## src/rtl/rlt_pkg.sv

```systemverilog
// Shared constants, codes and types for the route learning table.
package rlt_pkg;

  // Table geometry
  localparam int DEPTH   = 16;
  localparam int ID_BITS = 16;
  localparam int MAX_RES = 16;
  localparam int AW      = $clog2(DEPTH);
  localparam int CNT_W   = $clog2(DEPTH + 1);
  localparam int RM_W    = $clog2(MAX_RES + 1);

  // Fixed field widths
  localparam int ID_W  = 16;
  localparam int HOP_W = 8;
  localparam int TM_W  = 32;

  localparam logic [32:0] ID_MASK_WIDE = (33'd1 << ID_BITS) - 33'd1;
  localparam logic [ID_W-1:0] ID_MASK  = ID_MASK_WIDE[ID_W-1:0];

  localparam logic [TM_W-1:0] TTL_RESET = 32'd1000;

  // Action codes
  localparam logic [2:0] ACT_LEARN  = 3'd0;
  localparam logic [2:0] ACT_LOOKUP = 3'd1;
  localparam logic [2:0] ACT_TICK   = 3'd2;
  localparam logic [2:0] ACT_SYNC   = 3'd3;
  localparam logic [2:0] ACT_CLEAR  = 3'd4;

  // Result event codes
  localparam logic [2:0] EV_ADDED     = 3'd0;
  localparam logic [2:0] EV_UPDATED   = 3'd1;
  localparam logic [2:0] EV_REMOVED   = 3'd2;
  localparam logic [2:0] EV_FOUND     = 3'd3;
  localparam logic [2:0] EV_NOT_FOUND = 3'd4;
  localparam logic [2:0] EV_FULL      = 3'd5;
  localparam logic [2:0] EV_UNCHANGED = 3'd6;
  localparam logic [2:0] EV_DONE      = 3'd7;

  // One stored route
  typedef struct packed {
    logic [ID_W-1:0]  dest;
    logic [ID_W-1:0]  transit;
    logic [HOP_W-1:0] hops;
    logic [TM_W-1:0]  expiry;
  } entry_t;

  // Write request into the entry memory
  typedef struct packed {
    logic          en;
    logic [AW-1:0] addr;
    entry_t        data;
  } ram_wr_t;

  // Read request into the entry memory
  typedef struct packed {
    logic          en;
    logic [AW-1:0] addr;
  } ram_rd_t;

  // One result word
  typedef struct packed {
    logic [2:0] ev;
    entry_t     ent;
    logic       last;
  } result_t;

endpackage

```

## src/rtl/rlt_entry_ram.sv

```systemverilog
// Entry memory: one write port, one registered read port.
module rlt_entry_ram (
  input  logic             clk,
  input  rlt_pkg::ram_wr_t wr,
  input  rlt_pkg::ram_rd_t rd,
  output rlt_pkg::entry_t  rd_data
);
  import rlt_pkg::*;

  entry_t mem [DEPTH];
  entry_t rd_data_r;

  // Write port
  always_ff @(posedge clk) begin
    if (wr.en) begin
      mem[wr.addr] <= wr.data;
    end
  end

  // Read port, registered
  always_ff @(posedge clk) begin
    if (rd.en) begin
      rd_data_r <= mem[rd.addr];
    end
  end

  assign rd_data = rd_data_r;

endmodule

```

## src/rtl/rlt_ctrl.sv

```systemverilog
// Sequencer: scans the entry memory, keeps valid marks, forms results.
module rlt_ctrl (
  input  logic                     clk,
  input  logic                     rst_n,
  input  logic                     start,
  output logic                     busy,
  input  logic [2:0]               action,
  input  logic [rlt_pkg::ID_W-1:0]  dest_id,
  input  logic [rlt_pkg::ID_W-1:0]  transit_id,
  input  logic [rlt_pkg::HOP_W-1:0] hop_count,
  input  logic [rlt_pkg::TM_W-1:0]  now_ticks,
  input  logic [rlt_pkg::TM_W-1:0]  expiry_time,
  output rlt_pkg::ram_wr_t         ram_wr,
  output rlt_pkg::ram_rd_t         ram_rd,
  input  rlt_pkg::entry_t          ram_rd_data,
  output logic                     res_strobe,
  output rlt_pkg::result_t         res
);
  import rlt_pkg::*;

  localparam logic [1:0] ST_IDLE = 2'd0;
  localparam logic [1:0] ST_SCAN = 2'd1;
  localparam logic [1:0] ST_DONE = 2'd2;

  // Control state
  logic [1:0]       state_r, state_nxt;
  logic [DEPTH-1:0] valid_r, valid_nxt;
  logic [CNT_W-1:0] rd_cnt_r, rd_cnt_nxt;
  logic             cmp_vld_r, cmp_vld_nxt;
  logic             found_r, found_nxt;
  logic             free_r, free_nxt;
  logic             held_r, held_nxt;
  logic [RM_W-1:0]  rm_cnt_r, rm_cnt_nxt;
  logic             res_strobe_r, res_strobe_nxt;

  // Payload
  logic [2:0]       op_r, op_nxt;
  logic [ID_W-1:0]  dest_r, dest_nxt;
  logic [ID_W-1:0]  trans_r, trans_nxt;
  logic [HOP_W-1:0] hop_r, hop_nxt;
  logic [AW-1:0]    cmp_slot_r, cmp_slot_nxt;
  logic [AW-1:0]    slot_r, slot_nxt;
  logic [AW-1:0]    free_slot_r, free_slot_nxt;
  entry_t           ent_r, ent_nxt;
  entry_t           held_ent_r, held_ent_nxt;
  result_t          res_r, res_nxt;

  logic             hit;
  logic             expired;
  logic             last_slot;
  entry_t           upd_ent;

  assign busy = (state_r != ST_IDLE);

  // Compare terms for the word coming back from memory
  assign hit       = valid_r[cmp_slot_r] && (ram_rd_data.dest == dest_r);
  assign expired   = valid_r[cmp_slot_r] && (ram_rd_data.expiry <= now_ticks)
                     && (rm_cnt_r < RM_W'(MAX_RES));
  assign last_slot = (cmp_slot_r == AW'(DEPTH - 1));

  // Route written by a learn
  always_comb begin
    upd_ent.dest    = found_r ? ent_r.dest : dest_r;
    upd_ent.transit = trans_r;
    upd_ent.hops    = hop_r;
    upd_ent.expiry  = expiry_time;
  end

  // Next-state logic
  always_comb begin
    state_nxt      = state_r;
    valid_nxt      = valid_r;
    rd_cnt_nxt     = rd_cnt_r;
    cmp_vld_nxt    = 1'b0;
    found_nxt      = found_r;
    free_nxt       = free_r;
    held_nxt       = held_r;
    rm_cnt_nxt     = rm_cnt_r;
    op_nxt         = op_r;
    dest_nxt       = dest_r;
    trans_nxt      = trans_r;
    hop_nxt        = hop_r;
    cmp_slot_nxt   = cmp_slot_r;
    slot_nxt       = slot_r;
    free_slot_nxt  = free_slot_r;
    ent_nxt        = ent_r;
    held_ent_nxt   = held_ent_r;
    res_strobe_nxt = 1'b0;
    res_nxt        = res_r;
    ram_wr         = '0;
    ram_rd         = '0;

    case (state_r)
      ST_IDLE: begin
        if (start) begin
          op_nxt    = action;
          dest_nxt  = dest_id & ID_MASK;
          trans_nxt = transit_id & ID_MASK;
          hop_nxt   = hop_count;
          case (action)
            ACT_LEARN, ACT_LOOKUP, ACT_SYNC: begin
              // first read goes out with the accept
              ram_rd.en    = 1'b1;
              ram_rd.addr  = '0;
              cmp_vld_nxt  = 1'b1;
              cmp_slot_nxt = '0;
              rd_cnt_nxt   = CNT_W'(1);
              found_nxt    = 1'b0;
              free_nxt     = 1'b0;
              held_nxt     = 1'b0;
              rm_cnt_nxt   = '0;
              state_nxt    = ST_SCAN;
            end
            ACT_CLEAR: begin
              valid_nxt = '0;
            end
            default: begin
            end
          endcase
        end
      end

      ST_SCAN: begin
        // issue the next read
        if (rd_cnt_r < CNT_W'(DEPTH)) begin
          ram_rd.en    = 1'b1;
          ram_rd.addr  = rd_cnt_r[AW-1:0];
          cmp_vld_nxt  = 1'b1;
          cmp_slot_nxt = rd_cnt_r[AW-1:0];
          rd_cnt_nxt   = rd_cnt_r + CNT_W'(1);
        end
        // examine the returned word
        if (cmp_vld_r) begin
          if (op_r == ACT_SYNC) begin
            if (expired) begin
              valid_nxt[cmp_slot_r] = 1'b0;
              rm_cnt_nxt            = rm_cnt_r + RM_W'(1);
              held_nxt              = 1'b1;
              held_ent_nxt          = ram_rd_data;
              // an earlier removal is now known not to be the last
              if (held_r) begin
                res_strobe_nxt = 1'b1;
                res_nxt.ev     = EV_REMOVED;
                res_nxt.ent    = held_ent_r;
                res_nxt.last   = 1'b0;
              end
            end
          end else begin
            if (hit && !found_r) begin
              found_nxt = 1'b1;
              slot_nxt  = cmp_slot_r;
              ent_nxt   = ram_rd_data;
            end
            if (!valid_r[cmp_slot_r] && !free_r) begin
              free_nxt      = 1'b1;
              free_slot_nxt = cmp_slot_r;
            end
          end
          if (last_slot) begin
            state_nxt = ST_DONE;
          end
        end
      end

      ST_DONE: begin
        state_nxt      = ST_IDLE;
        res_strobe_nxt = 1'b1;
        res_nxt.last   = 1'b1;
        case (op_r)
          ACT_LEARN: begin
            if (found_r) begin
              if (ent_r.hops >= hop_r) begin
                ram_wr.en   = 1'b1;
                ram_wr.addr = slot_r;
                ram_wr.data = upd_ent;
                res_nxt.ev  = EV_UPDATED;
                res_nxt.ent = upd_ent;
              end else begin
                res_nxt.ev  = EV_UNCHANGED;
                res_nxt.ent = ent_r;
              end
            end else if (free_r) begin
              ram_wr.en              = 1'b1;
              ram_wr.addr            = free_slot_r;
              ram_wr.data            = upd_ent;
              valid_nxt[free_slot_r] = 1'b1;
              res_nxt.ev             = EV_ADDED;
              res_nxt.ent            = upd_ent;
            end else begin
              res_nxt.ev          = EV_FULL;
              res_nxt.ent.dest    = dest_r;
              res_nxt.ent.transit = trans_r;
              res_nxt.ent.hops    = hop_r;
              res_nxt.ent.expiry  = '0;
            end
          end
          ACT_LOOKUP: begin
            if (found_r) begin
              res_nxt.ev  = EV_FOUND;
              res_nxt.ent = ent_r;
            end else begin
              res_nxt.ev          = EV_NOT_FOUND;
              res_nxt.ent.dest    = dest_r;
              res_nxt.ent.transit = '0;
              res_nxt.ent.hops    = '0;
              res_nxt.ent.expiry  = '0;
            end
          end
          default: begin
            // synchronize: flush the held removal or report none
            if (held_r) begin
              res_nxt.ev  = EV_REMOVED;
              res_nxt.ent = held_ent_r;
            end else begin
              res_nxt.ev          = EV_DONE;
              res_nxt.ent.dest    = '0;
              res_nxt.ent.transit = '0;
              res_nxt.ent.hops    = '0;
              res_nxt.ent.expiry  = now_ticks;
            end
          end
        endcase
      end

      default: begin
        state_nxt = ST_IDLE;
      end
    endcase
  end

  // Control registers
  always_ff @(posedge clk) begin
    if (!rst_n) begin
      state_r      <= ST_IDLE;
      valid_r      <= '0;
      rd_cnt_r     <= '0;
      cmp_vld_r    <= 1'b0;
      found_r      <= 1'b0;
      free_r       <= 1'b0;
      held_r       <= 1'b0;
      rm_cnt_r     <= '0;
      res_strobe_r <= 1'b0;
    end else begin
      state_r      <= state_nxt;
      valid_r      <= valid_nxt;
      rd_cnt_r     <= rd_cnt_nxt;
      cmp_vld_r    <= cmp_vld_nxt;
      found_r      <= found_nxt;
      free_r       <= free_nxt;
      held_r       <= held_nxt;
      rm_cnt_r     <= rm_cnt_nxt;
      res_strobe_r <= res_strobe_nxt;
    end
  end

  // Payload registers
  always_ff @(posedge clk) begin
    op_r        <= op_nxt;
    dest_r      <= dest_nxt;
    trans_r     <= trans_nxt;
    hop_r       <= hop_nxt;
    cmp_slot_r  <= cmp_slot_nxt;
    slot_r      <= slot_nxt;
    free_slot_r <= free_slot_nxt;
    ent_r       <= ent_nxt;
    held_ent_r  <= held_ent_nxt;
    res_r       <= res_nxt;
  end

  assign res_strobe = res_strobe_r;
  assign res        = res_r;

endmodule

```

## src/rtl/route_learning_table.sv

```systemverilog
// Top level of the route learning table: time base, TTL register, memory and sequencer.
//
// Input: an action word is taken at a rising edge with start high and busy low.
//   Learn, lookup and synchronize scan all DEPTH slots of the entry memory, one
//   slot a cycle through its single read port; busy stays high through the scan
//   and the result step, and the next word can follow in the cycle busy drops.
//   Tick and clear finish in the accept cycle and leave busy low.
// Output: each result word stands on the out_ ports for one cycle with
//   out_strobe high; the receiver cannot hold results off. Learn and lookup
//   give one result, in the cycle busy drops. Synchronize reports each
//   removal while it scans, once the next expired slot is found; its final
//   word (out_last high) comes in the cycle busy drops.
// Configuration: cfg_we writes cfg_wdata into the route TTL; write it only
//   while busy is low and no result is pending.
// Reset (rst_n low, synchronous): all routes invalid, time counter zero,
//   TTL 1000. Stored route fields are not cleared; an invalid slot is never
//   reported.
module route_learning_table (
  input  logic        clk,
  input  logic        rst_n,
  input  logic        start,
  output logic        busy,
  input  logic [2:0]  in_action,
  input  logic [15:0] in_dest_id,
  input  logic [15:0] in_transit_id,
  input  logic [7:0]  in_hop_count,
  input  logic        cfg_we,
  input  logic [31:0] cfg_wdata,
  output logic        out_strobe,
  output logic [2:0]  out_event_res,
  output logic [15:0] out_route_dest,
  output logic [15:0] out_route_transit,
  output logic [7:0]  out_route_hops,
  output logic [31:0] out_route_expiry,
  output logic        out_last
);
  import rlt_pkg::*;

  logic [TM_W-1:0] ttl_r, ttl_nxt;
  logic [TM_W-1:0] now_r, now_nxt;
  logic [TM_W:0]   exp_sum;
  logic [TM_W-1:0] expiry_time;
  ram_wr_t         ram_wr;
  ram_rd_t         ram_rd;
  entry_t          ram_rd_data;
  result_t         res;

  // TTL register and saturating time counter
  always_comb begin
    ttl_nxt = cfg_we ? cfg_wdata : ttl_r;
    now_nxt = now_r;
    if (start && !busy && (in_action == ACT_TICK) && (now_r != '1)) begin
      now_nxt = now_r + TM_W'(1);
    end
  end

  always_ff @(posedge clk) begin
    if (!rst_n) begin
      ttl_r <= TTL_RESET;
      now_r <= '0;
    end else begin
      ttl_r <= ttl_nxt;
      now_r <= now_nxt;
    end
  end

  // Expiry of a learned route, saturating
  assign exp_sum     = {1'b0, now_r} + {1'b0, ttl_r};
  assign expiry_time = exp_sum[TM_W] ? '1 : exp_sum[TM_W-1:0];

  rlt_entry_ram u_ram (
    .clk     (clk),
    .wr      (ram_wr),
    .rd      (ram_rd),
    .rd_data (ram_rd_data)
  );

  rlt_ctrl u_ctrl (
    .clk         (clk),
    .rst_n       (rst_n),
    .start       (start),
    .busy        (busy),
    .action      (in_action),
    .dest_id     (in_dest_id),
    .transit_id  (in_transit_id),
    .hop_count   (in_hop_count),
    .now_ticks   (now_r),
    .expiry_time (expiry_time),
    .ram_wr      (ram_wr),
    .ram_rd      (ram_rd),
    .ram_rd_data (ram_rd_data),
    .res_strobe  (out_strobe),
    .res         (res)
  );

  assign out_event_res     = res.ev;
  assign out_route_dest    = res.ent.dest;
  assign out_route_transit = res.ent.transit;
  assign out_route_hops    = res.ent.hops;
  assign out_route_expiry  = res.ent.expiry;
  assign out_last          = res.last;

endmodule
```

## config.mk

```make
export PLATFORM = sky130hd
export DESIGN_NAME = route_learning_table
export DESIGN_NICKNAME = d
export VERILOG_FILES = /design/src/rtl/rlt_pkg.sv /design/src/rtl/rlt_entry_ram.sv /design/src/rtl/rlt_ctrl.sv /design/src/rtl/route_learning_table.sv
export SDC_FILE = /design/constraint.sdc
export NUM_CORES = 2
export LEC_CHECK = 0
export BUFFER_PORTS_ARGS = -buffer_cell sky130_fd_sc_hd__buf_2
export CORE_MARGIN = 3
export CORE_UTILIZATION = 55
export DETAILED_ROUTE_END_ITERATION = 10
export GPL_TIMING_DRIVEN = 1
export PLACE_DENSITY_LB_ADDON = 0.25
export SLEW_MARGIN = 20
export SYNTH_ARGS = -nofsm -noshare
export SYNTH_HDL_FRONTEND = slang
export SYNTH_SLANG_ARGS = --single-unit
```

## constraint.sdc

```tcl
create_clock -name clk -period 21.1 [get_ports clk]
set_clock_uncertainty 0.1 [all_clocks]
set_input_delay 3.165 -clock clk [delete_from_list [all_inputs] [get_ports clk]]
set_output_delay 3.165 -clock clk [all_outputs]
set_load 0.02 [all_outputs]
```

==> results by group <==
Run status
  • Status: completed

Synthesis
  • Syn_nets: 4759
  • Post-synth cell types: 77
  • Most used DFF post-synth: edfxtp_1
  • Syn. warnings: 0
  • Mapped Cells: between 4000 and 5000
  • Yosys reg bits: around 1600
  • FFs w/ async S/R, synth: 0
  • Post-Synthesis Cell Area: between 60000 and 70000 um^2
  • Sequential-to-total area share from yosys stat: 0.7352
  • Mean post-synth cell area: approximately 14 um^2
  • EDFF count, synth: between 1000 and 1500

STA
  • Tmin final: 5796 ps
  • Fin worst setup slack: approximately 15000 ps
  • Slew @ Worst Pin: ~1200 ps
  • Hold slack: between 300 and 400 ps
  • RSZ-0062 raised after global routing: false
  • Fmax: 0.1725 GHz
  • Period Utilization, post-route: 0.2747
  • Max Slew Vio Count: 0
  • Final-report hold violation count: 0
  • Fin Setup TNS: 0 ps
  • Rel. slew slack: 0.2287
  • Final Setup Violations: 0

Placement
  • Placed insts: 6041
  • Port Buffers: 156
  • Dpl cell area: about 66000 um^2
  • Worst slack at placement: roughly 15000 ps
  • Placed wire-length estimate: between 80000 and 90000 um
  • RD Place Congestion: about 0.9

Worst setup path
  • CP max stage delay: between 900 and 1000 ps
  • Crit-path cells: inv_1 -> ha_1 -> clkinv_1 -> nor2_1 -> and2_4 -> or2_4 -> buf_4 -> buf_4 -> o22ai_1 -> a311oi_1 -> a211oi_1 -> a21oi_1
  • Crit. End Element: register
  • Crit path top cell by count: buf_4
  • CP Buf/Inv Count: 4
  • Crit path DAT: between 6000 and 7000 ps
  • Delay-heaviest family, CP: simple AND/OR/NAND/NOR gates
  • Critical path type: register to register
  • Slowest-stage cell, CP: or2_4
  • Crit Path Max Fanout: 75
  • Worst path required time: roughly 22000 ps
  • Startpoint Class: register

GRT
  • Number of global-route vias before repair: approximately 40000
  • First-pass GRT wire length: around 250000 um
  • Initial antenna violation count: 6
  • Largest net degree at the start of global routing: 163
  • Gr ovfl total: 0
  • GRT Total Usage: 0.2718

Run
  • Max_cap viols: 0

Cells and area
  • Proportion of layout cells with a drive suffix above 1: 0.1030
  • Layout Nets: approximately 4900
  • Design area: 71270 um^2
  • Non-Filler Instances: 6337
  • Area growth syn-to-layout: 11.60%

Floorplan
  • Die area: 120200 um^2
  • Core Rows: about 120
  • Initial core utilization: 0.5563
  • Die Y-Extent: 346.8 um
  • Die W: 346.8 um
  • Core ar.: between 100000 and 150000 um^2
  • IO Count: 157

Power and ir drop
  • Leak Pwr: 22.19 nW
  • PD cells: between 90 and 100 nW/um^2
  • Peak supply drop: around 0.088 mV

Clock network
  • CTS max path bufs: 3
  • Post-cts resize count: 0
  • CTS tree: built
  • CTS Hold Bufs: 0
  • CTS buffer count: 161
  • Num Clock Sinks: between 1500 and 2000
  • Root buffer cell: clkbuf_16
  • Worst-Skew Late Latency: 770 ps
  • Reg clk slew, reported paths: roughly 60 ps
  • # Post-CTS Setup Buffers: 0
  • H-tree depth: 4

Route
  • Antenna viol nets, final: 0
  • DR vias: 40983
  • DR iter-0 viols: about 5400
  • Final WL: around 170000 um
  • Drt via density: 6.467
  • DRC: 0
  • Avg WL per Cell: between 20 and 30 um
  • Total iterations of the first detailed-routing run: 6

Hold path
  • Min-Delay Path Class: register to register
[cell usage after synthesis (all sizes together), types with 43 or more instances]
cell,count,area share
mux2i,64,0.010
inv,52,0.0031
o21ai,153,0.012
edfxtp,1499,0.70
a21oi,239,0.019
ha,78,0.015
buf,54,0.0040
a311oi,144,0.020
clkbuf,248,0.015
dfxtp,97,0.030
xnor2,47,0.0064
nor2,239,0.014
a21o,43,0.0051
a211oi,88,0.010
a31oi,164,0.016
o22ai,291,0.029
nand2,721,0.042
[cell type report]
class,count,area (um^2)
fill,8479,43540
timing repair buffer,231,1393
sequential,1596,46960
inverter,55,206.4
clock inverter,87,718.2
clock buffer,207,4328
tap,1512,1892
antenna,1,2.502
multi-input combinational,2648,15770
[flip-flops by register name, summed over array words and instances, names as in the netlist, 32 cells and up]
register           flops
u_ram.mem           1152
u_ctrl.res            76
u_ctrl.ent_r          72
u_ctrl.held_ent_r     72
u_ram.rd_data         72
now_r                 32
ttl_r                 32
[routing by layer]
layer	track usage	up-vias	part of all wire
met4	0.09403	2	0.030
met1	0.3886	20331	0.41
met2	0.4224	2198	0.46
met3	0.05316	350	0.10
li1	-	18102	-
met5	0	-	0.000078
[logic make-up after synthesis]
| family | count (synthesis) | synth area share |
|---|---|---|
| fa+ha+maj | 79 | 0.01560 |
| simple gates | 1156 | 0.07570 |
| mux | 70 | 0.01197 |
| flops | 1596 | 0.7352 |
| buf+inv | 357 | 0.02184 |
| xor+xnor | 62 | 0.008503 |
| compound gates | 1281 | 0.1311 |
[path summary, 6_finish.rpt]
check,from,endpoint,slack [ps],depth (start not counted)
setup / recovery,u_ctrl.state_r[1]$_SDFFE_PN0P_,u_ram.rd_data[31]$_DFFE_PP_,15300,12
hold / removal,u_ram.rd_data[51]$_DFFE_PP_,u_ctrl.ent_r[51]$_DFFE_PP_,340,0
setup reg to reg,u_ctrl.state_r[1]$_SDFFE_PN0P_,u_ram.rd_data[31]$_DFFE_PP_,15300,12
hold reg to reg,u_ram.rd_data[51]$_DFFE_PP_,u_ctrl.ent_r[51]$_DFFE_PP_,340,0
[cells in the final DEF (no fill, tap or decap), types with 96 or more instances in the layout]
master,n
o22ai_1,291
buf_2,156
a31oi_1,164
o21ai_0,148
nand2_1,717
nor2_1,222
a21oi_1,235
edfxtp_1,1499
clkbuf_16,166
a311oi_1,144
dfxtp_1,96
[through the flow]
step                  util  total power [mW]
floorplan                -             3.798
global placement    0.5764             3.942
detailed placement  0.5765             3.947
CTS                 0.6204             6.642
global route        0.6207             6.805
finish              0.6208             6.619
[report_power, final]
group | internal [mW] | switching [mW]
registers | 3.51 | 0.0671
logic | 0.0815 | 0.230
clock network | 1.56 | 1.17
total | 5.16 | 1.46
(Power assumes the default switching activity.)
